==> src/design/ubt_pkg.sv <==
// shared types, codes and the microcode program of the bag table
package ubt_pkg;

  // operation codes carried by the mode field
  localparam logic [1:0] MODE_ADD    = 2'd0;
  localparam logic [1:0] MODE_REMOVE = 2'd1;
  localparam logic [1:0] MODE_COUNT  = 2'd2;
  localparam logic [1:0] MODE_CLEAR  = 2'd3;

  // microprogram step addresses
  localparam int STEP_W = 3;
  localparam logic [STEP_W-1:0] ST_IDLE     = 3'd0;
  localparam logic [STEP_W-1:0] ST_ADD      = 3'd1;
  localparam logic [STEP_W-1:0] ST_REM_SCAN = 3'd2;
  localparam logic [STEP_W-1:0] ST_REM_LAST = 3'd3;
  localparam logic [STEP_W-1:0] ST_REM_WR   = 3'd4;
  localparam logic [STEP_W-1:0] ST_CNT_SCAN = 3'd5;
  localparam logic [STEP_W-1:0] ST_CLR      = 3'd6;
  localparam logic [STEP_W-1:0] ST_DONE     = 3'd7;

  // sequencing kinds
  localparam logic [1:0] J_ACCEPT = 2'd0;  // hold until a request, then dispatch on mode
  localparam logic [1:0] J_GOTO   = 2'd1;  // unconditional jump to target
  localparam logic [1:0] J_SCAN   = 2'd2;  // loop; target on hit if stop_hit is set, done step at end
  localparam logic [1:0] J_EMIT   = 2'd3;  // hold until the result slot frees, then target

  typedef struct packed {
    logic [1:0]        jmp;
    logic [STEP_W-1:0] target;
    logic              scan;      // step the scan pointer and compare
    logic              stop_hit;  // leave the scan on the first match
    logic              acc;       // count matches
    logic              add;       // append the held value
    logic              clr;       // empty the store
    logic              rd_last;   // read the last stored entry
    logic              wr_swap;   // move the last entry into the hit slot
  } ucode_t;

  function automatic ucode_t ucode_rom(input logic [STEP_W-1:0] step);
    ucode_t w;
    w = '0;
    unique case (step)
      ST_IDLE:     w = '{jmp: J_ACCEPT, target: ST_IDLE, default: '0};
      ST_ADD:      w = '{jmp: J_GOTO, target: ST_DONE, add: 1'b1, default: '0};
      ST_REM_SCAN: w = '{jmp: J_SCAN, target: ST_REM_LAST, scan: 1'b1, stop_hit: 1'b1,
                         default: '0};
      ST_REM_LAST: w = '{jmp: J_GOTO, target: ST_REM_WR, rd_last: 1'b1, default: '0};
      ST_REM_WR:   w = '{jmp: J_GOTO, target: ST_DONE, wr_swap: 1'b1, default: '0};
      ST_CNT_SCAN: w = '{jmp: J_SCAN, target: ST_DONE, scan: 1'b1, acc: 1'b1, default: '0};
      ST_CLR:      w = '{jmp: J_GOTO, target: ST_DONE, clr: 1'b1, default: '0};
      ST_DONE:     w = '{jmp: J_EMIT, target: ST_IDLE, default: '0};
    endcase
    return w;
  endfunction

  function automatic logic [STEP_W-1:0] step_of_mode(input logic [1:0] m);
    logic [STEP_W-1:0] s;
    s = ST_IDLE;
    unique case (m)
      MODE_ADD:    s = ST_ADD;
      MODE_REMOVE: s = ST_REM_SCAN;
      MODE_COUNT:  s = ST_CNT_SCAN;
      MODE_CLEAR:  s = ST_CLR;
    endcase
    return s;
  endfunction

endpackage

==> src/design/ubt_ram.sv <==
// generic single write port ram with a registered read port
module ubt_ram #(
  parameter int WIDTH = 16,
  parameter int DEPTH = 16,
  localparam int AW = (DEPTH > 1) ? $clog2(DEPTH) : 1
) (
  input  logic             clk,
  input  logic             we,
  input  logic [AW-1:0]    waddr,
  input  logic [WIDTH-1:0] wdata,
  input  logic [AW-1:0]    raddr,
  output logic [WIDTH-1:0] rdata
);

  logic [WIDTH-1:0] mem [DEPTH];

  always_ff @(posedge clk) begin
    if (we) begin
      mem[waddr] <= wdata;
    end
    rdata <= mem[raddr];
  end

endmodule

==> src/design/unordered_bag_table.sv <==
// unordered bag table: fixed-capacity multiset driven by a microcoded sequencer
//
// request channel (req_valid / req_stall, fields mode and item_value) carries one
// operation per transaction: add, remove, count occurrences or clear. the
// response channel (rsp_valid / rsp_stall) returns exactly one transaction per
// request with ok, frequency, occupancy and the empty and full flags.
// the block works on one request at a time; req_stall is low only while the
// sequencer sits in its idle step.
// add and clear pass through their own step and then the done step; count scans
// all stored entries; remove scans until the first match, then reads the last
// entry and writes it into the hit slot, or goes to the done step when nothing
// matches. the scan reads one entry per cycle through the single read port of
// the entry ram and one comparator.
// the response sits in an output register; a new request is taken while the
// previous response is still stalled, and the sequencer only waits in its
// done step if a second response is ready before the first one is taken.
// reset empties the store (count to zero, no clearing pass) and drops any
// pending response; the entry ram itself is not cleared.
module unordered_bag_table import ubt_pkg::*; #(
  parameter int CAPACITY   = 16,
  parameter int ITEM_WIDTH = 16,
  localparam int CW = $clog2(CAPACITY + 1),
  localparam int AW = (CAPACITY > 1) ? $clog2(CAPACITY) : 1
) (
  input  logic                  clk,
  input  logic                  rst,
  input  logic                  req_valid,
  output logic                  req_stall,
  input  logic [1:0]            mode,
  input  logic [ITEM_WIDTH-1:0] item_value,
  output logic                  rsp_valid,
  input  logic                  rsp_stall,
  output logic                  ok,
  output logic [CW-1:0]         frequency,
  output logic [CW-1:0]         occupancy,
  output logic                  is_empty,
  output logic                  is_full
);

  // sequencer
  logic [STEP_W-1:0] pc;
  logic [STEP_W-1:0] pc_next;
  ucode_t            u;

  // datapath registers
  logic [CW-1:0]         count;     // stored entries
  logic [CW-1:0]         idx;       // scan read pointer
  logic                  pend;      // a scan read was issued last cycle
  logic [AW-1:0]         pend_idx;  // address of that read
  logic [AW-1:0]         hit_idx;   // slot of the first match on remove
  logic [CW-1:0]         freq;
  logic                  op_ok;
  logic [ITEM_WIDTH-1:0] value;

  // ram ports
  logic                  ram_we;
  logic [AW-1:0]         ram_waddr;
  logic [ITEM_WIDTH-1:0] ram_wdata;
  logic [AW-1:0]         ram_raddr;
  logic [ITEM_WIDTH-1:0] rdata;

  logic          accept;
  logic          issue;
  logic          hit;
  logic          add_ok;
  logic          out_free;
  logic          emit;
  logic [CW-1:0] last_idx;

  always_comb begin
    u         = ucode_rom(pc);
    req_stall = (pc != ST_IDLE);
    accept    = req_valid && !req_stall;
    issue     = u.scan && (idx < count);
    // compare the entry read on the previous cycle
    hit       = pend && (rdata == value);
    add_ok    = (count < CW'(CAPACITY));
    last_idx  = count - 1'b1;
    out_free  = !rsp_valid || !rsp_stall;
    emit      = (u.jmp == J_EMIT) && out_free;

    // add appends at the count, remove moves the last entry into the hit slot
    ram_we    = (u.add && add_ok) || u.wr_swap;
    ram_waddr = u.add ? count[AW-1:0] : hit_idx;
    ram_wdata = u.add ? value : rdata;
    ram_raddr = u.rd_last ? last_idx[AW-1:0] : idx[AW-1:0];
  end

  // next step
  always_comb begin
    pc_next = pc;
    unique case (u.jmp)
      J_ACCEPT: begin
        if (accept) begin
          pc_next = step_of_mode(mode);
        end
      end
      J_GOTO: begin
        pc_next = u.target;
      end
      J_SCAN: begin
        if (u.stop_hit && hit) begin
          pc_next = u.target;
        end else if (!issue) begin
          // last pending compare lands this cycle
          pc_next = ST_DONE;
        end
      end
      J_EMIT: begin
        if (out_free) begin
          pc_next = u.target;
        end
      end
    endcase
  end

  ubt_ram #(
    .WIDTH (ITEM_WIDTH),
    .DEPTH (CAPACITY)
  ) u_store (
    .clk   (clk),
    .we    (ram_we),
    .waddr (ram_waddr),
    .wdata (ram_wdata),
    .raddr (ram_raddr),
    .rdata (rdata)
  );

  // control state
  always_ff @(posedge clk) begin
    if (rst) begin
      pc        <= ST_IDLE;
      count     <= '0;
      idx       <= '0;
      pend      <= 1'b0;
      rsp_valid <= 1'b0;
    end else begin
      pc <= pc_next;

      if (accept) begin
        idx  <= '0;
        pend <= 1'b0;
      end else if (u.scan) begin
        pend <= issue;
        if (issue) begin
          idx <= idx + 1'b1;
        end
      end

      if (u.add && add_ok) begin
        count <= count + 1'b1;
      end else if (u.clr) begin
        count <= '0;
      end else if (u.wr_swap) begin
        count <= last_idx;
      end

      if (emit) begin
        rsp_valid <= 1'b1;
      end else if (!rsp_stall) begin
        rsp_valid <= 1'b0;
      end
    end
  end

  // payload
  always_ff @(posedge clk) begin
    if (accept) begin
      value <= item_value;
      freq  <= '0;
      op_ok <= 1'b0;
    end else begin
      if (u.add) begin
        op_ok <= add_ok;
      end
      if (u.clr || u.wr_swap) begin
        op_ok <= 1'b1;
      end
      if (u.acc && hit) begin
        freq <= freq + 1'b1;
      end
    end

    if (u.scan) begin
      pend_idx <= idx[AW-1:0];
    end
    if (u.stop_hit && hit) begin
      hit_idx <= pend_idx;
    end

    if (emit) begin
      // a nonzero frequency is the answer to contains
      ok        <= op_ok || (freq != '0);
      frequency <= freq;
      occupancy <= count;
      is_empty  <= (count == '0);
      is_full   <= (count == CW'(CAPACITY));
    end
  end

  // checks
  a_count_bound: assert property (@(posedge clk) disable iff (rst)
    count <= CW'(CAPACITY))
    else $error("entry count beyond capacity");

  a_busy_after_accept: assert property (@(posedge clk) disable iff (rst)
    accept |=> (pc != ST_IDLE))
    else $error("sequencer idle right after taking a request");

  a_swap_nonempty: assert property (@(posedge clk) disable iff (rst)
    u.wr_swap |-> (count != '0))
    else $error("remove write with an empty store");

  a_rsp_from_done: assert property (@(posedge clk) disable iff (rst)
    $rose(rsp_valid) |-> ($past(pc) == ST_DONE))
    else $error("response raised outside the done step");

endmodule
==> config.mk <==
export PLATFORM = sky130hd
export DESIGN_NAME = unordered_bag_table
export DESIGN_NICKNAME = d
export VERILOG_FILES = /design/src/design/ubt_pkg.sv /design/src/design/ubt_ram.sv /design/src/design/unordered_bag_table.sv
export SDC_FILE = /design/constraint.sdc
export NUM_CORES = 1
export LEC_CHECK = 0
export ABC_AREA = 1
export BUFFER_PORTS_ARGS = -buffer_cell sky130_fd_sc_hd__buf_2
export CAP_MARGIN = 5
export CORE_ASPECT_RATIO = 0.6
export CORE_MARGIN = 8
export CORE_UTILIZATION = 60
export CTS_CLUSTER_SIZE = 10
export DETAILED_ROUTE_END_ITERATION = 7
export PLACE_DENSITY = 0.81
export SYNTH_ARGS = -nofsm -noshare
export SYNTH_HDL_FRONTEND = slang
export SYNTH_SLANG_ARGS = --single-unit
==> constraint.sdc <==
create_clock -name clk -period 2.8 [get_ports clk]
set_clock_uncertainty 0.05 [all_clocks]
set_input_delay 0.28 -clock clk [delete_from_list [all_inputs] [get_ports clk]]
set_output_delay 0.28 -clock clk [all_outputs]
set_load 0.03 [all_outputs]
Word-level counts from Yosys, hierarchy flattened:

Memory sizes are Yosys's and may differ from the RTL's. A register that Yosys moved wholly into a read port is not among the register bits.
Index checks and enable logic that the tools add are counted.

* flip-flop bits (word level): 58
* memory bits (writable): 256
* ROM bits: 96
* input port bits: 22
* output and inout bits: 15
* memories kept: 2

Memories
* u_store.mem: depth 16, width 16, read ports 1, clocked after Yosys merged registers in 1, write ports 1, line ubt_ram.sv:15 `logic [WIDTH-1:0] mem [DEPTH];`
* (no name shown): depth 8, width 12, read ports 1, clocked after Yosys merged registers in 1, write ports 0, line ubt_pkg.sv:42 `unique case (step)`

* $add $sub $neg: 4
* order comparisons: 2
* equal/unequal tests: 12
* mux-type cells: 20
* reduce and logical (&&, ||, !) cells: 24

Operator list (count)
* $pmux W3 S4: 2
* $mux W3: 6
* $eq A16 B16 Y1: 1
* $mux W16: 1
* $add A5 B1 Y5 const B: 3
* $mux W5: 3
* $eq A2 B2 Y1 const B: 4
* $mux W4: 2
* $logic_and A1 B1 Y1: 7
* $mux W1: 6
* $reduce_bool A3 Y1: 2
* $eq A5 B5 Y1 const B: 1
* $logic_not A5 Y1: 1
* $lt A5 B5 Y1: 1
* $lt A5 B5 Y1 const B: 1
* $reduce_bool A5 Y1: 1
* $sub A5 B1 Y5 const B: 1
* $eq A2 B1 Y1 const B: 2
* $logic_not A2 Y1: 2
* $logic_or A1 B1 Y1: 4
* $ne A2 B2 Y1 const B: 2
* $logic_not A1 Y1: 3
* $ne A3 B3 Y1 const B: 1
* $reduce_and A3 Y1: 1
* other kinds (4): 4

Logic depth before layout (Yosys ltp):

Gate-level depths: netlist of run 1.

* word-level depth: 7
* mapped depth: 18
* mapped depth without buffers: 18

By module:

Synthesis of run 1 repeated with hierarchy kept, for this count alone.

* cell total of the unflattened synthesis: 1495
* area total of the unflattened synthesis: 14850.5 um^2

By module, submodules not included
* ubt_ram: instances 1, cells an instance 1074, area each 11380.9 um^2, seq. area each 8007.7 um^2
* unordered_bag_table: instances 1, cells an instance 421, area each 3469.6 um^2, seq. area each 1751.7 um^2

Worst setup path after synthesis of run 1:

Ideal clock, no wire load.

* path type: register to register
* start: reg count[3]
* end: reg u[8] (netlist name)
* setup time: 0.117 ns
* data arrival time: 2.036 ns
* data required time: 2.633 ns
* path slack: 0.598 ns
* cell stages (with the launch flop): 18
* clock period less this slack: 2.202 ns
* cells stage by stage: dfxtp_1 -> inv_1 -> ha_1 -> nand2_1 -> inv_1 -> nand2_1 -> nor2_1 -> a21oi_2 -> nand2_2 -> nor2_2 -> nand3_2 -> nand2_4 -> a21oi_1 -> o21ai_1 -> ha_1 -> inv_1 -> nand2_1 -> nand2_1

* word-level cells in the longest chain between the ends: 6

RTL lines
* start: declaration: line unordered_bag_table.sv:46 `logic [CW-1:0] count;`
* start signal: assignment: line unordered_bag_table.sv:151 `count <= count + 1'b1;`
* start signal: assignment: line unordered_bag_table.sv:155 `count <= last_idx;`
* $lt A5 B5 Y1: line unordered_bag_table.sv:74 `issue = u.scan && (idx < count);`
* $logic_and A1 B1 Y1: line unordered_bag_table.sv:74
* $ne A3 B3 Y1 (no line)
* $reduce_and A3 Y1 (no line)
* $mux W3 (no line) (2 in a row)

Every way passes these cells.
A chain may end at the register's enable or synchronous reset.

Final worst setup path of run 1:

* start: reg count[4]
* end: reg u[8] (netlist name)

* word-level cells in the longest chain between the ends: 6

RTL lines (line)
* $lt A5 B5 Y1: unordered_bag_table.sv:74
* $logic_and A1 B1 Y1: unordered_bag_table.sv:74
* $ne A3 B3 Y1 (no line)
* $reduce_and A3 Y1 (no line)
* $mux W3 (no line) (2 in a row)

Every way passes these cells.

==> impl_summary.log, run 1 <==
[metrics] max incr delay on CP: roughly 0.4 ns
[metrics] IO Count: 37
[metrics] highest net fanout along the worst path: 9
[metrics] parity-gate share of the synthesized area counting xor and xnor cells: less than 1%
[metrics] total inserted antenna cells: 0
[metrics] worst-case vdd ir drop: 823.6 uV
[metrics] antenna violations before repair: 0
[metrics] leak pwr: ~0.0057 uW
[metrics] pin count of the biggest net entering global routing: 75
[metrics] total count of max-transition violations in the final report: 0
[metrics] CP max-delay cell: sky130_fd_sc_hd__dfxtp_1
[metrics] number of global-route vias before repair: 9315
[metrics] fraction of synthesis flops using an asynchronous set or reset pin: 0%
[metrics] Final Wtd Congestion: between 0.9 and 1
[metrics] dominant synthesized flop cell: sky130_fd_sc_hd__edfxtp_1
[metrics] via count: 9745
[metrics] TritonCTS clock tree: built
[metrics] global-route layer with the greatest usage: met2
[metrics] area inside the core boundary: roughly 0.022 mm2
[metrics] share of cell area taken by muxes after synthesis: 0%
[metrics] total negative slack for setup checks: 0 ns
[metrics] Fin. Hold Viols: 0
[metrics] Yosys warning count: 0
[metrics] share of synthesized cell area in full adder, half adder and majority cells: between 1 and 1.5%
[metrics] Root Buffer: sky130_fd_sc_hd__clkbuf_16
[metrics] met3 usage: under 10%
[metrics] share of synthesized cell area in and, or, nand and nor gates: a little under an eighth
[metrics] DR pass1 iterations: 5
[metrics] number of rows in the core area: 42
[metrics] Max-Cap Viols: 0
[metrics] count of cell types in the netlist: 39
[metrics] met2 routing resource usage after global routing: roughly 37%
[metrics] cell accounting for the most synthesized area: sky130_fd_sc_hd__edfxtp_1
[metrics] later-pin clock latency in the skew report: 0.52 ns
[metrics] DR DRC count: 0
[metrics] worst slack, placed: approximately 0.22 ns
[metrics] synthesized-area fraction occupied by ao, oa, aoi and oai cells: between 10% and 20%
[metrics] share of layout cells above drive strength 1: 14.45%
[metrics] top post-synthesis cells by count: sky130_fd_sc_hd__edfxtp_1, sky130_fd_sc_hd__nor2_1, sky130_fd_sc_hd__o21ai_0
[metrics] kind of end point of the critical path: flop
[metrics] Die Ht: around 130 um
[metrics] nets in the synthesized netlist: around 1200
[metrics] Worst Setup Slack, final: between 0.15 and 0.2 ns
[metrics] die outline area: around 0.028 mm2
[metrics] met1 Track Usage GR: between 30% and 40%
[metrics] Vias per Instance: 6.164
[metrics] critical-path cell list: inv_1 > ha_1 > nand2_1 > inv_1 > nand2_1 > nor2_1 > a21oi_2 > nand2_2 > nor2_2 > nand3_2 > nand2_4 > a21oi_2 > inv_1 > nor2_4 > ha_1 > nand3b_1 > nand2_1
[metrics] total wire length: between 30000 and 40000 um
[metrics] unrepaired setup endpoints after global routing: false
[metrics] sequential element share of the synthesized area: 71.25%
[metrics] area growth from synthesis to layout: 16.37%
[metrics] initial DRC count: approximately 1200
[metrics] wire length of the first global-routing pass: approximately 53000 um
[metrics] starting utilization of the core area: between 60% and 70%
[metrics] Final #Nets: around 1300
[metrics] critical path arrival: between 2 and 3 ns
[metrics] Tightest Hold Check Type: input port to flop
[metrics] number of sinks on the clock net: 341
[metrics] startpoint class of the critical path: flop
[metrics] number of standard cells in the layout, taps in and fillers out: approximately 1600
[metrics] final period demand of the worst path: between 2 and 3 ns
[metrics] Synth area leaders: sky130_fd_sc_hd__edfxtp_1, sky130_fd_sc_hd__dfxtp_1, sky130_fd_sc_hd__o21ai_0
[metrics] final setup violation count: 0
[metrics] cell area after technology mapping: roughly 0.014 mm2
[metrics] type of the worst setup path: flop to flop
[metrics] hpwl dp: 21630 um
[metrics] outcome: completed
[metrics] cell with the most instances after synthesis: sky130_fd_sc_hd__edfxtp_1
[metrics] slew at the pin closest to its max-slew limit: roughly 0.74 ns
[metrics] routed wire length per instance: between 20 and 25 um
[metrics] Post-Route Hold Slack: around 0.019 ns
[metrics] GRT Total Usage: 24.46%
[metrics] Final Cycle Share: 93.24%
[metrics] dominant combinational cell family by area after synthesis: compound AO/OA/AOI/OAI gates
[metrics] area fraction of the dominant cell type after synthesis: 64.23%
[metrics] max-slew headroom at the worst pin: 50.61%
[metrics] gate count of the mapped netlist: ~1100
[metrics] number of enable-type register cells in the synthesized netlist: about 290
[metrics] Achievable Freq: 383.1 MHz
[metrics] global route overflow: 0
[metrics] quantity of I/O buffers inserted on ports: 36
[metrics] WP data required: approximately 3.2 ns
[metrics] cell family contributing the most delay on the critical path: simple AND/OR/NAND/NOR gates
[metrics] number of H-tree branching levels: 2
[metrics] Mapped Avg Cell Area: 11.99 um2
[metrics] register clock-pin slew on the reported worst setup and hold paths: 0.06 ns
[metrics] power density over the cells: 1109 mW/mm2
[metrics] number of clock buffers inserted by TritonCTS: 40
[metrics] antenna-violating nets left: 0
[metrics] maximum number of buffers from clock root to sink: 3
[metrics] Die X-Extent: between 200 and 250 um
[metrics] critical path buffer and inverter count: 3
[metrics] placed cell count: ~1500
[metrics] register bit count reported by yosys: 341
## flip-flops by register name (all words and copies together), names as in the netlist
signal	count
is_full	1
u_store.rdata	16
freq	5
hit_idx	4
frequency	5
pend	1
pend_idx	4
count	5
rsp_valid	1
ok	1
occupancy	5
idx	5
is_empty	1
value	16
op_ok	1
u_store.mem	256
u	11
pc	3
## final cells by class
| type | instances | area, um2 |
|---|---|---|
| multi-input cells | 671 | 3502 |
| clock buffers | 69 | 1131 |
| well taps | 308 | 385.4 |
| fillers | 1398 | 6289 |
| repair buffers | 115 | 865.8 |
| flip-flops and latches | 341 | 9761 |
| clock inverters | 1 | 8.758 |
| inverters | 76 | 286.5 |
## power by group
group          switching [uW]  internal (uW)
registers                 379           7140
logic                    4080           1480
clock network            1890           2720
total                    6340          11300
## per-layer routing
layer	vias to the layer above	share of wire, %
met4	0	2.3
met5	-	0
li1	4338	-
met3	70	12
met1	4723	41
met2	614	44
## placed cells by master (no fill, tap or decap), types with 18 or more instances in the layout
cell type,instances
sky130_fd_sc_hd__o221ai_1,48
sky130_fd_sc_hd__nand2_1,132
sky130_fd_sc_hd__dfxtp_1,47
sky130_fd_sc_hd__nand3_1,27
sky130_fd_sc_hd__nor2_1,169
sky130_fd_sc_hd__edfxtp_1,293
sky130_fd_sc_hd__clkbuf_1,28
sky130_fd_sc_hd__buf_4,58
sky130_fd_sc_hd__inv_1,69
sky130_fd_sc_hd__buf_2,36
sky130_fd_sc_hd__nor2_2,19
sky130_fd_sc_hd__clkbuf_16,41
sky130_fd_sc_hd__o21ai_0,152
sky130_fd_sc_hd__o22ai_1,18
## path summary, 6_finish.rpt
path | start | end | slack, ns | cells after the start
worst min register to register | pend_idx[1]$_DFFE_PP_ | hit_idx[1]$_DFFE_PP_ | 0.37 | 0
worst max-delay path | count[4]$_SDFFE_PP0P_ | u[8]$_DFF_P_ | 0.19 | 17
worst max register to register | count[4]$_SDFFE_PP0P_ | u[8]$_DFF_P_ | 0.19 | 17
worst min-delay path | rsp_stall | rsp_valid$_SDFFE_PP0P_ | 0.02 | 3
## worst reg2reg max path: cells and delay by family, from the launching register on
family	cells	cell delay, ns
and+or+nand+nor	10	0.94
AOI/OAI and AO/OA	2	0.27
buffers and inverters	3	0.33
adders and majority gates	2	0.50
DFF	1	0.40
## timing repair
item,in CTS,in global routing
setup endpoints to repair,0,7
endpoints found under the hold margin,17,0
hold buffers,17,0
gates resized for setup,0,4
setup buffers,0,1
## cells by family after synthesis
logic type,Yosys count
AOI/OAI and AO/OA,266
xor gates and xnor gates,6
adders and majority gates,14
buffers and inverters,130
DFF,341
and+or+nand+nor,385
## metrics by stage
step           utilization (%)  power (uW)  cell area [um2]
2_1_floorplan                -       10810            13700
3_3_place_gp             65.72       12710            14610
3_5_place_dp             65.72       12910            14610
4_1_cts                  71.61       17560            15920
5_1_grt                  71.71       18460            15940
6_report                 71.71       17680            15940
(Power assumes the default switching activity.)
==> run 2, diff against run 1 <==
RECOVER_POWER = 50   (was default)
SKIP_CTS_REPAIR_TIMING = 1   (was default)
==> impl_summary.log, run 2 (same netlist as run 1, synthesis figures left out) <==
[metrics] starting utilization of the core area: 61.62% (unchanged)
[metrics] Root Buffer: sky130_fd_sc_hd__clkbuf_16 (unchanged)
[metrics] number of sinks on the clock net: 341 (unchanged)
[metrics] register clock-pin slew on the reported worst setup and hold paths: 0.06 ns (about the same)
[metrics] commonest cells after routing, fill and taps aside: sky130_fd_sc_hd__edfxtp_1, sky130_fd_sc_hd__nor2_1, sky130_fd_sc_hd__o21ai_0, sky130_fd_sc_hd__nand2_1, sky130_fd_sc_hd__inv_1 (unchanged)
[metrics] max incr delay on CP: 0.41 ns (was 0.40 ns)
[metrics] Final #Nets: 1280 (was 1281)
[metrics] IO Count: 37 (unchanged)
[metrics] antenna violations before repair: 0 (unchanged)
[metrics] Final Wtd Congestion: 0.9172 (unchanged)
[metrics] Die X-Extent: 211.1 um (unchanged)
[metrics] outcome: completed (unchanged)
[metrics] die outline area: 0.02808 mm2 (unchanged)
[metrics] placed cell count: 1493 (unchanged)
[metrics] Largest register FFs: 256 (unchanged)
[metrics] Fin. Hold Viols: 0 (unchanged)
[metrics] Final Cycle Share: 94.67% (was 93.24%)
[metrics] pin count of the biggest net entering global routing: 75 (unchanged)
[metrics] slew at the pin closest to its max-slew limit: 0.8867 ns (was 0.7391 ns)
[metrics] Vias per Instance: 6.154 (was 6.164)
[metrics] area inside the core boundary: 0.02223 mm2 (unchanged)
[metrics] total count of max-transition violations in the final report: 0 (unchanged)
[metrics] quantity of I/O buffers inserted on ports: 36 (unchanged)
[metrics] cell family contributing the most delay on the critical path: simple AND/OR/NAND/NOR gates (unchanged)
[metrics] critical path buffer and inverter count: 3 (unchanged)
[metrics] startpoint class of the critical path: flop (unchanged)
[metrics] clock share of power: 26.2% (was 26.1%)
[metrics] total inserted antenna cells: 0 (unchanged)
[metrics] Net Sw Power: 6372 uW (was 6341 uW)
[metrics] number of fillers in the final layout: 1439 (was 1398)
[metrics] Tightest Hold Check Type: input port to flop (unchanged)
[metrics] initial DRC count: 1362 (was 1233)
[metrics] number of standard cells in the layout, taps in and fillers out: 1580 (was 1581)
[metrics] most common cell after layout, fill and taps aside: sky130_fd_sc_hd__edfxtp_1 (unchanged)
[metrics] met2 routing resource usage after global routing: 36.11% (was 36.52%)
[metrics] critical path arrival: 3.00 ns (was 2.96 ns)
[metrics] DR DRC count: 0 (unchanged)
[metrics] global route overflow: 0 (unchanged)
[metrics] GRT Total Usage: 24.23% (was 24.46%)
[metrics] register name with the most flops: u_store.mem (unchanged)
[metrics] Comb pwr share: 30.8% (was 31.4%)
[metrics] fraction of power consumed by sequential logic: 42.9% (was 42.5%)
[metrics] type of the worst setup path: flop to flop (unchanged)
[metrics] number of clock buffers inserted by TritonCTS: 40 (unchanged)
[metrics] total internal power: 11220 uW (was 11340 uW)
[metrics] power density over the cells: 1110 mW/mm2 (was 1109 mW/mm2)
[metrics] CP max-delay cell: sky130_fd_sc_hd__dfxtp_1 (unchanged)
[metrics] final setup violation count: 0 (unchanged)
[metrics] number of rows in the core area: 42 (unchanged)
[metrics] total wire length: 34650 um (was 34450 um)
[metrics] wire length of the first global-routing pass: 52630 um (was 53160 um)
[metrics] WP data required: 3.15 ns (about the same)
[metrics] worst reg2reg setup slack: 0.15 ns (was 0.19 ns)
[metrics] share of layout cells above drive strength 1: 11.64% (was 14.45%)
[metrics] highest net fanout along the worst path: 9 (unchanged)
[metrics] via count: 9723 (was 9745)
[metrics] top flop regs: u_store.mem: 256 flops, u_store.rdata: 16 flops, value: 16 flops (unchanged)
[metrics] TritonCTS clock tree: built (unchanged)
[metrics] routed wire length per instance: 21.93 um (was 21.79 um)
[metrics] critical-path cell list: inv_1 > ha_1 > nand2_1 > inv_1 > nand2_1 > nor2_1 > a21oi_2 > nand2_2 > nor2_2 > nand3_2 > nand2_4 > a21oi_2 > inv_1 > nor2_4 > ha_1 > nand3b_1 > nand2_1 (unchanged)
[metrics] final period demand of the worst path: 2.651 ns (was 2.611 ns)
[metrics] leak pwr: 0.005616 uW (was 0.005736 uW)
[metrics] global-route layer with the greatest usage: met2 (unchanged)
[metrics] Post-Route Hold Slack: 0.01929 ns (was 0.01884 ns)
[metrics] area growth from synthesis to layout: 15.66% (was 16.37%)
[metrics] maximum number of buffers from clock root to sink: 3 (unchanged)
[metrics] total negative slack for setup checks: 0 ns (unchanged)
[metrics] later-pin clock latency in the skew report: 0.52 ns (about the same)
[metrics] number of H-tree branching levels: 2 (unchanged)
[metrics] DR pass1 iterations: 7 (was 5)
[metrics] antenna-violating nets left: 0 (unchanged)
[metrics] max-slew headroom at the worst pin: 40.88% (was 50.61%)
[metrics] Achievable Freq: 377.2 MHz (was 383.1 MHz)
[metrics] kind of end point of the critical path: flop (unchanged)
[metrics] hpwl dp: 21630 um (unchanged)
[metrics] Die Ht: 133.0 um (unchanged)
[metrics] worst-case vdd ir drop: 863.1 uV (was 823.6 uV)
[metrics] Max-Cap Viols: 0 (unchanged)
[metrics] number of global-route vias before repair: 9201 (was 9315)
[metrics] met1 Track Usage GR: 34.83% (was 34.92%)
[metrics] fraction of power spent switching nets: 36.23% (was 35.86%)
[metrics] met3 usage: 6.178% (was 6.390%)
run 2: changes by cell type in the layout (fill, tap and decap cells not counted):
cell	change
sky130_fd_sc_hd__buf_2	-18
sky130_fd_sc_hd__buf_4	-17
sky130_fd_sc_hd__clkbuf_1	+35
sky130_fd_sc_hd__dlygate4sd3_1	-1
sky130_fd_sc_hd__inv_1	+1
sky130_fd_sc_hd__inv_2	-1
run 2: worst paths after layout:
kind | endpoint | cells past startpoint | from
setup / recovery | u[8]$_DFF_P_ | 17 | count[4]$_SDFFE_PP0P_
hold / removal | rsp_valid$_SDFFE_PP0P_ | 3 | rsp_stall
setup reg to reg | u[8]$_DFF_P_ | 17 | count[4]$_SDFFE_PP0P_
hold reg to reg | hit_idx[1]$_DFFE_PP_ | 0 | pend_idx[1]$_DFFE_PP_
run 2: final cells by class:
class | count | area (um2) | share of cell area (%)
Sequential cell | 341 | 9761 | 61.60
Multi-Input combinational cell | 671 | 3502 | 22.10
Clock buffer | 69 | 1131 | 7.139
Timing Repair Buffer | 114 | 769.5 | 4.857
Tap cell | 308 | 385.4 | 2.432
Inverter | 76 | 286.5 | 1.808
Clock inverter | 1 | 8.758 | 0.05528
run 2: per-layer routing:
metal | vias up | part of all wire (%) | wire length [um]
li1 | 4329 | - | -
met1 | 4719 | 41 | 14100
met2 | 604 | 44 | 15370
met3 | 71 | 13 | 4380
met4 | 0 | 2.3 | 796
met5 | - | 0 | 0
run 2: stage by stage:
| step | cell area [um2] | setup slack (ns) | power, uW | util [%] |
|---|---|---|---|---|
| floorplan | 13700 | 0.5979 | 10810 | - |
| global placement | 14610 | 0.3433 | 12710 | 65.72 |
| detailed placement | 14610 | 0.2162 | 12910 | 65.72 |
| CTS | 15750 | 0.1256 | 17540 | 70.85 |
| global route | 15840 | -0.02204 | 18360 | 71.28 |
| finish | 15840 | 0.1492 | 17590 | 71.28 |
run 2: power by group through the flow:
| stage | registers, uW | clock network (uW) | logic [uW] |
|---|---|---|---|
| floorplan | 7510 | 0 | 3300 |
| global placement | 7570 | 0 | 5140 |
| detailed placement | 7580 | 0 | 5330 |
| CTS | 7490 | 4650 | 5400 |
| global route | 7590 | 4880 | 5900 |
| finish | 7550 | 4620 | 5420 |
run 2: worst min-delay path: stages:
cell and delay [ns]:
sky130_fd_sc_hd__buf_2 0.11, sky130_fd_sc_hd__nand2_1 0.08, sky130_fd_sc_hd__a21oi_1 0.06
==> run 3, diff against run 2 <==
--- a/constraint.sdc
+++ b/constraint.sdc
@@ -3,3 +3,3 @@
 set_input_delay 0.28 -clock clk [delete_from_list [all_inputs] [get_ports clk]]
 set_output_delay 0.28 -clock clk [all_outputs]
-set_load 0.03 [all_outputs]
+set_load 0.1 [all_outputs]
==> impl_summary.log, run 3 (same netlist as run 1, synthesis figures left out) <==
[metrics] Root Buffer: sky130_fd_sc_hd__clkbuf_16 (unchanged)
[metrics] worst reg2reg setup slack: 0.17 ns (was 0.15 ns)
[metrics] routed wire length per instance: 21.94 um (was 21.93 um)
[metrics] CP max-delay cell: sky130_fd_sc_hd__dfxtp_1 (unchanged)
[metrics] Final Wtd Congestion: 0.9172 (unchanged)
[metrics] Achievable Freq: 379.8 MHz (was 377.2 MHz)
[metrics] register name with the most flops: u_store.mem (unchanged)
[metrics] antenna-violating nets left: 0 (unchanged)
[metrics] slew at the pin closest to its max-slew limit: 1.210 ns (was 0.8867 ns)
[metrics] DR pass1 iterations: 5 (was 7)
[metrics] global route overflow: 0 (unchanged)
[metrics] WP data required: 3.15 ns (about the same)
[metrics] commonest cells after routing, fill and taps aside: sky130_fd_sc_hd__edfxtp_1, sky130_fd_sc_hd__nor2_1, sky130_fd_sc_hd__o21ai_0, sky130_fd_sc_hd__nand2_1, sky130_fd_sc_hd__inv_1 (unchanged)
[metrics] number of sinks on the clock net: 341 (unchanged)
[metrics] later-pin clock latency in the skew report: 0.52 ns (about the same)
[metrics] critical register-to-register path endpoint: u[8]$_DFF_P_ (unchanged)
[metrics] Final Cycle Share: 94.04% (was 94.67%)
[metrics] number of global-route vias before repair: 9201 (unchanged)
[metrics] startpoint class of the critical path: flop (unchanged)
[metrics] Largest register FFs: 256 (unchanged)
[metrics] critical register-to-register path startpoint: count[4]$_SDFFE_PP0P_ (unchanged)
[metrics] max incr delay on CP: 0.40 ns (was 0.41 ns)
[metrics] number of H-tree branching levels: 2 (unchanged)
[metrics] wire length of the first global-routing pass: 52630 um (unchanged)
[metrics] launch instance of the worst min-delay path: rsp_stall (unchanged)
[metrics] outcome: completed (unchanged)
[metrics] number of rows in the core area: 42 (unchanged)
[metrics] IO Count: 37 (unchanged)
[metrics] Reg2Reg Depth: 17 (unchanged)
[metrics] DR DRC count: 0 (unchanged)
[metrics] initial DRC count: 1362 (unchanged)
[metrics] critical path arrival: 2.98 ns (was 3.00 ns)
[metrics] power density over the cells: 1122 mW/mm2 (was 1110 mW/mm2)
[metrics] worst-case vdd ir drop: 866.5 uV (was 863.1 uV)
[metrics] hpwl dp: 21630 um (unchanged)
[metrics] Tightest Hold Check Type: input port to flop (unchanged)
[metrics] highest net fanout along the worst path: 9 (unchanged)
[metrics] critical path buffer and inverter count: 3 (unchanged)
[metrics] final period demand of the worst path: 2.633 ns (was 2.651 ns)
[metrics] leak pwr: 0.005619 uW (was 0.005616 uW)
[metrics] via count: 9715 (was 9723)
[metrics] maximum number of buffers from clock root to sink: 3 (unchanged)
[metrics] placed cell count: 1493 (unchanged)
[metrics] quantity of I/O buffers inserted on ports: 36 (unchanged)
[metrics] starting utilization of the core area: 61.62% (unchanged)
[metrics] max-slew headroom at the worst pin: 19.67% (was 40.88%)
[metrics] type of the worst setup path: flop to flop (unchanged)
[metrics] Die X-Extent: 211.1 um (unchanged)
[metrics] cell count along the critical path: 17 (unchanged)
[metrics] total wire length: 34660 um (was 34650 um)
[metrics] Final #Nets: 1280 (unchanged)
[metrics] share of layout cells above drive strength 1: 11.71% (was 11.64%)
[metrics] TritonCTS clock tree: built (unchanged)
[metrics] number of standard cells in the layout, taps in and fillers out: 1580 (unchanged)
[metrics] number of clock buffers inserted by TritonCTS: 40 (unchanged)
[metrics] die outline area: 0.02808 mm2 (unchanged)
[metrics] Die Ht: 133.0 um (unchanged)
[metrics] cell family contributing the most delay on the critical path: simple AND/OR/NAND/NOR gates (unchanged)
[metrics] worst-case hold path end point: rsp_valid$_SDFFE_PP0P_ (unchanged)
[metrics] Max-Cap Viols: 0 (unchanged)
[metrics] Vias per Instance: 6.149 (was 6.154)
[metrics] area inside the core boundary: 0.02223 mm2 (unchanged)
[metrics] number of fillers in the final layout: 1438 (was 1439)
[metrics] Fin. Hold Viols: 0 (unchanged)
[metrics] number of cells on the worst hold path: 3 (unchanged)
[metrics] pin count of the biggest net entering global routing: 75 (unchanged)
[metrics] top flop regs: u_store.mem: 256 flops, u_store.rdata: 16 flops, value: 16 flops (unchanged)
[metrics] first element of the critical path: count[4]$_SDFFE_PP0P_ (unchanged)
[metrics] multi-input combinational cell area: 0.003502 mm2 (unchanged)
[metrics] register clock-pin slew on the reported worst setup and hold paths: 0.06 ns (about the same)
[metrics] kind of end point of the critical path: flop (unchanged)
[metrics] total count of max-transition violations in the final report: 0 (unchanged)
[metrics] final setup violation count: 0 (unchanged)
[metrics] GRT Total Usage: 24.23% (unchanged)
[metrics] critical-path cell list: inv_1 > ha_1 > nand2_1 > inv_1 > nand2_1 > nor2_1 > a21oi_2 > nand2_2 > nor2_2 > nand3_2 > nand2_4 > a21oi_2 > inv_1 > nor2_4 > ha_1 > nand3b_1 > nand2_1 (unchanged)
[metrics] antenna violations before repair: 0 (unchanged)
[metrics] most common cell after layout, fill and taps aside: sky130_fd_sc_hd__edfxtp_1 (unchanged)
[metrics] total inserted antenna cells: 0 (unchanged)
[metrics] area occupied by registers: 0.009761 mm2 (unchanged)
[metrics] area growth from synthesis to layout: 15.67% (was 15.66%)
[metrics] Total Power Consumption: 17780 uW (was 17590 uW)
-- run 3: area by class of cell --
cell class | count | share of cell area, %
sequential | 341 | 61.60
multi-input combinational | 671 | 22.10
clock buffer | 69 | 7.138
timing repair buffer | 114 | 4.864
tap | 308 | 2.432
inverter | 76 | 1.808
clock inverter | 1 | 0.05527
-- run 3: worst max-delay path by stage --
| stage | endpoint | slack (ns) |
|---|---|---|
| final | u[8]$_DFF_P_ | 0.17 |
| after global routing | u[8]$_DFF_P_ | -0.02 |
| after CTS | u[8]$_DFF_P_ | 0.13 |
| after detailed placement | u[9]$_DFF_P_ | 0.22 |
| after global placement | u[8]$_DFF_P_ | 0.34 |
| after floorplan | u[8]$_DFF_P_ | 0.60 |
-- run 3: report_power, final --
part,total [uW],internal (uW),switching [uW],leakage [uW]
Combinational,5620,1330,4290,0.00202
Clock,4610,2720,1880,0.000543
Sequential,7550,7170,381,0.00305
-- run 3: per-layer routing --
metal | up-vias | share of wire, % | track usage, %
met1 | 4699 | 41 | 34.83
met5 | - | 0 | 0
met3 | 78 | 13 | 6.178
met4 | 0 | 2.3 | 6.933
met2 | 610 | 44 | 36.11
li1 | 4328 | - | -
-- run 3: tightest hold or removal path, stage by stage --
cell,delay [ns]
sky130_fd_sc_hd__buf_2,0.11
sky130_fd_sc_hd__nand2_1,0.08
sky130_fd_sc_hd__a21oi_1,0.06
-- run 3: metrics by stage --
stage / worst slack (ns) / hold slack [ns] / TNS [ns] / util, % / instance area [um2]
after detailed placement: 0.2162 / 0.3589 / 0 / 65.72 / 14610
final: 0.1670 / 0.01909 / 0 / 71.28 / 15850
after CTS: 0.1256 / -0.1256 / 0 / 70.85 / 15750
after global routing: -0.02204 / 0.02927 / -0.03894 / 71.28 / 15850
after global placement: 0.3433 / 0.3529 / 0 / 65.72 / 14610
after floorplan: 0.5979 / 0.2991 / 0 / - / 13700
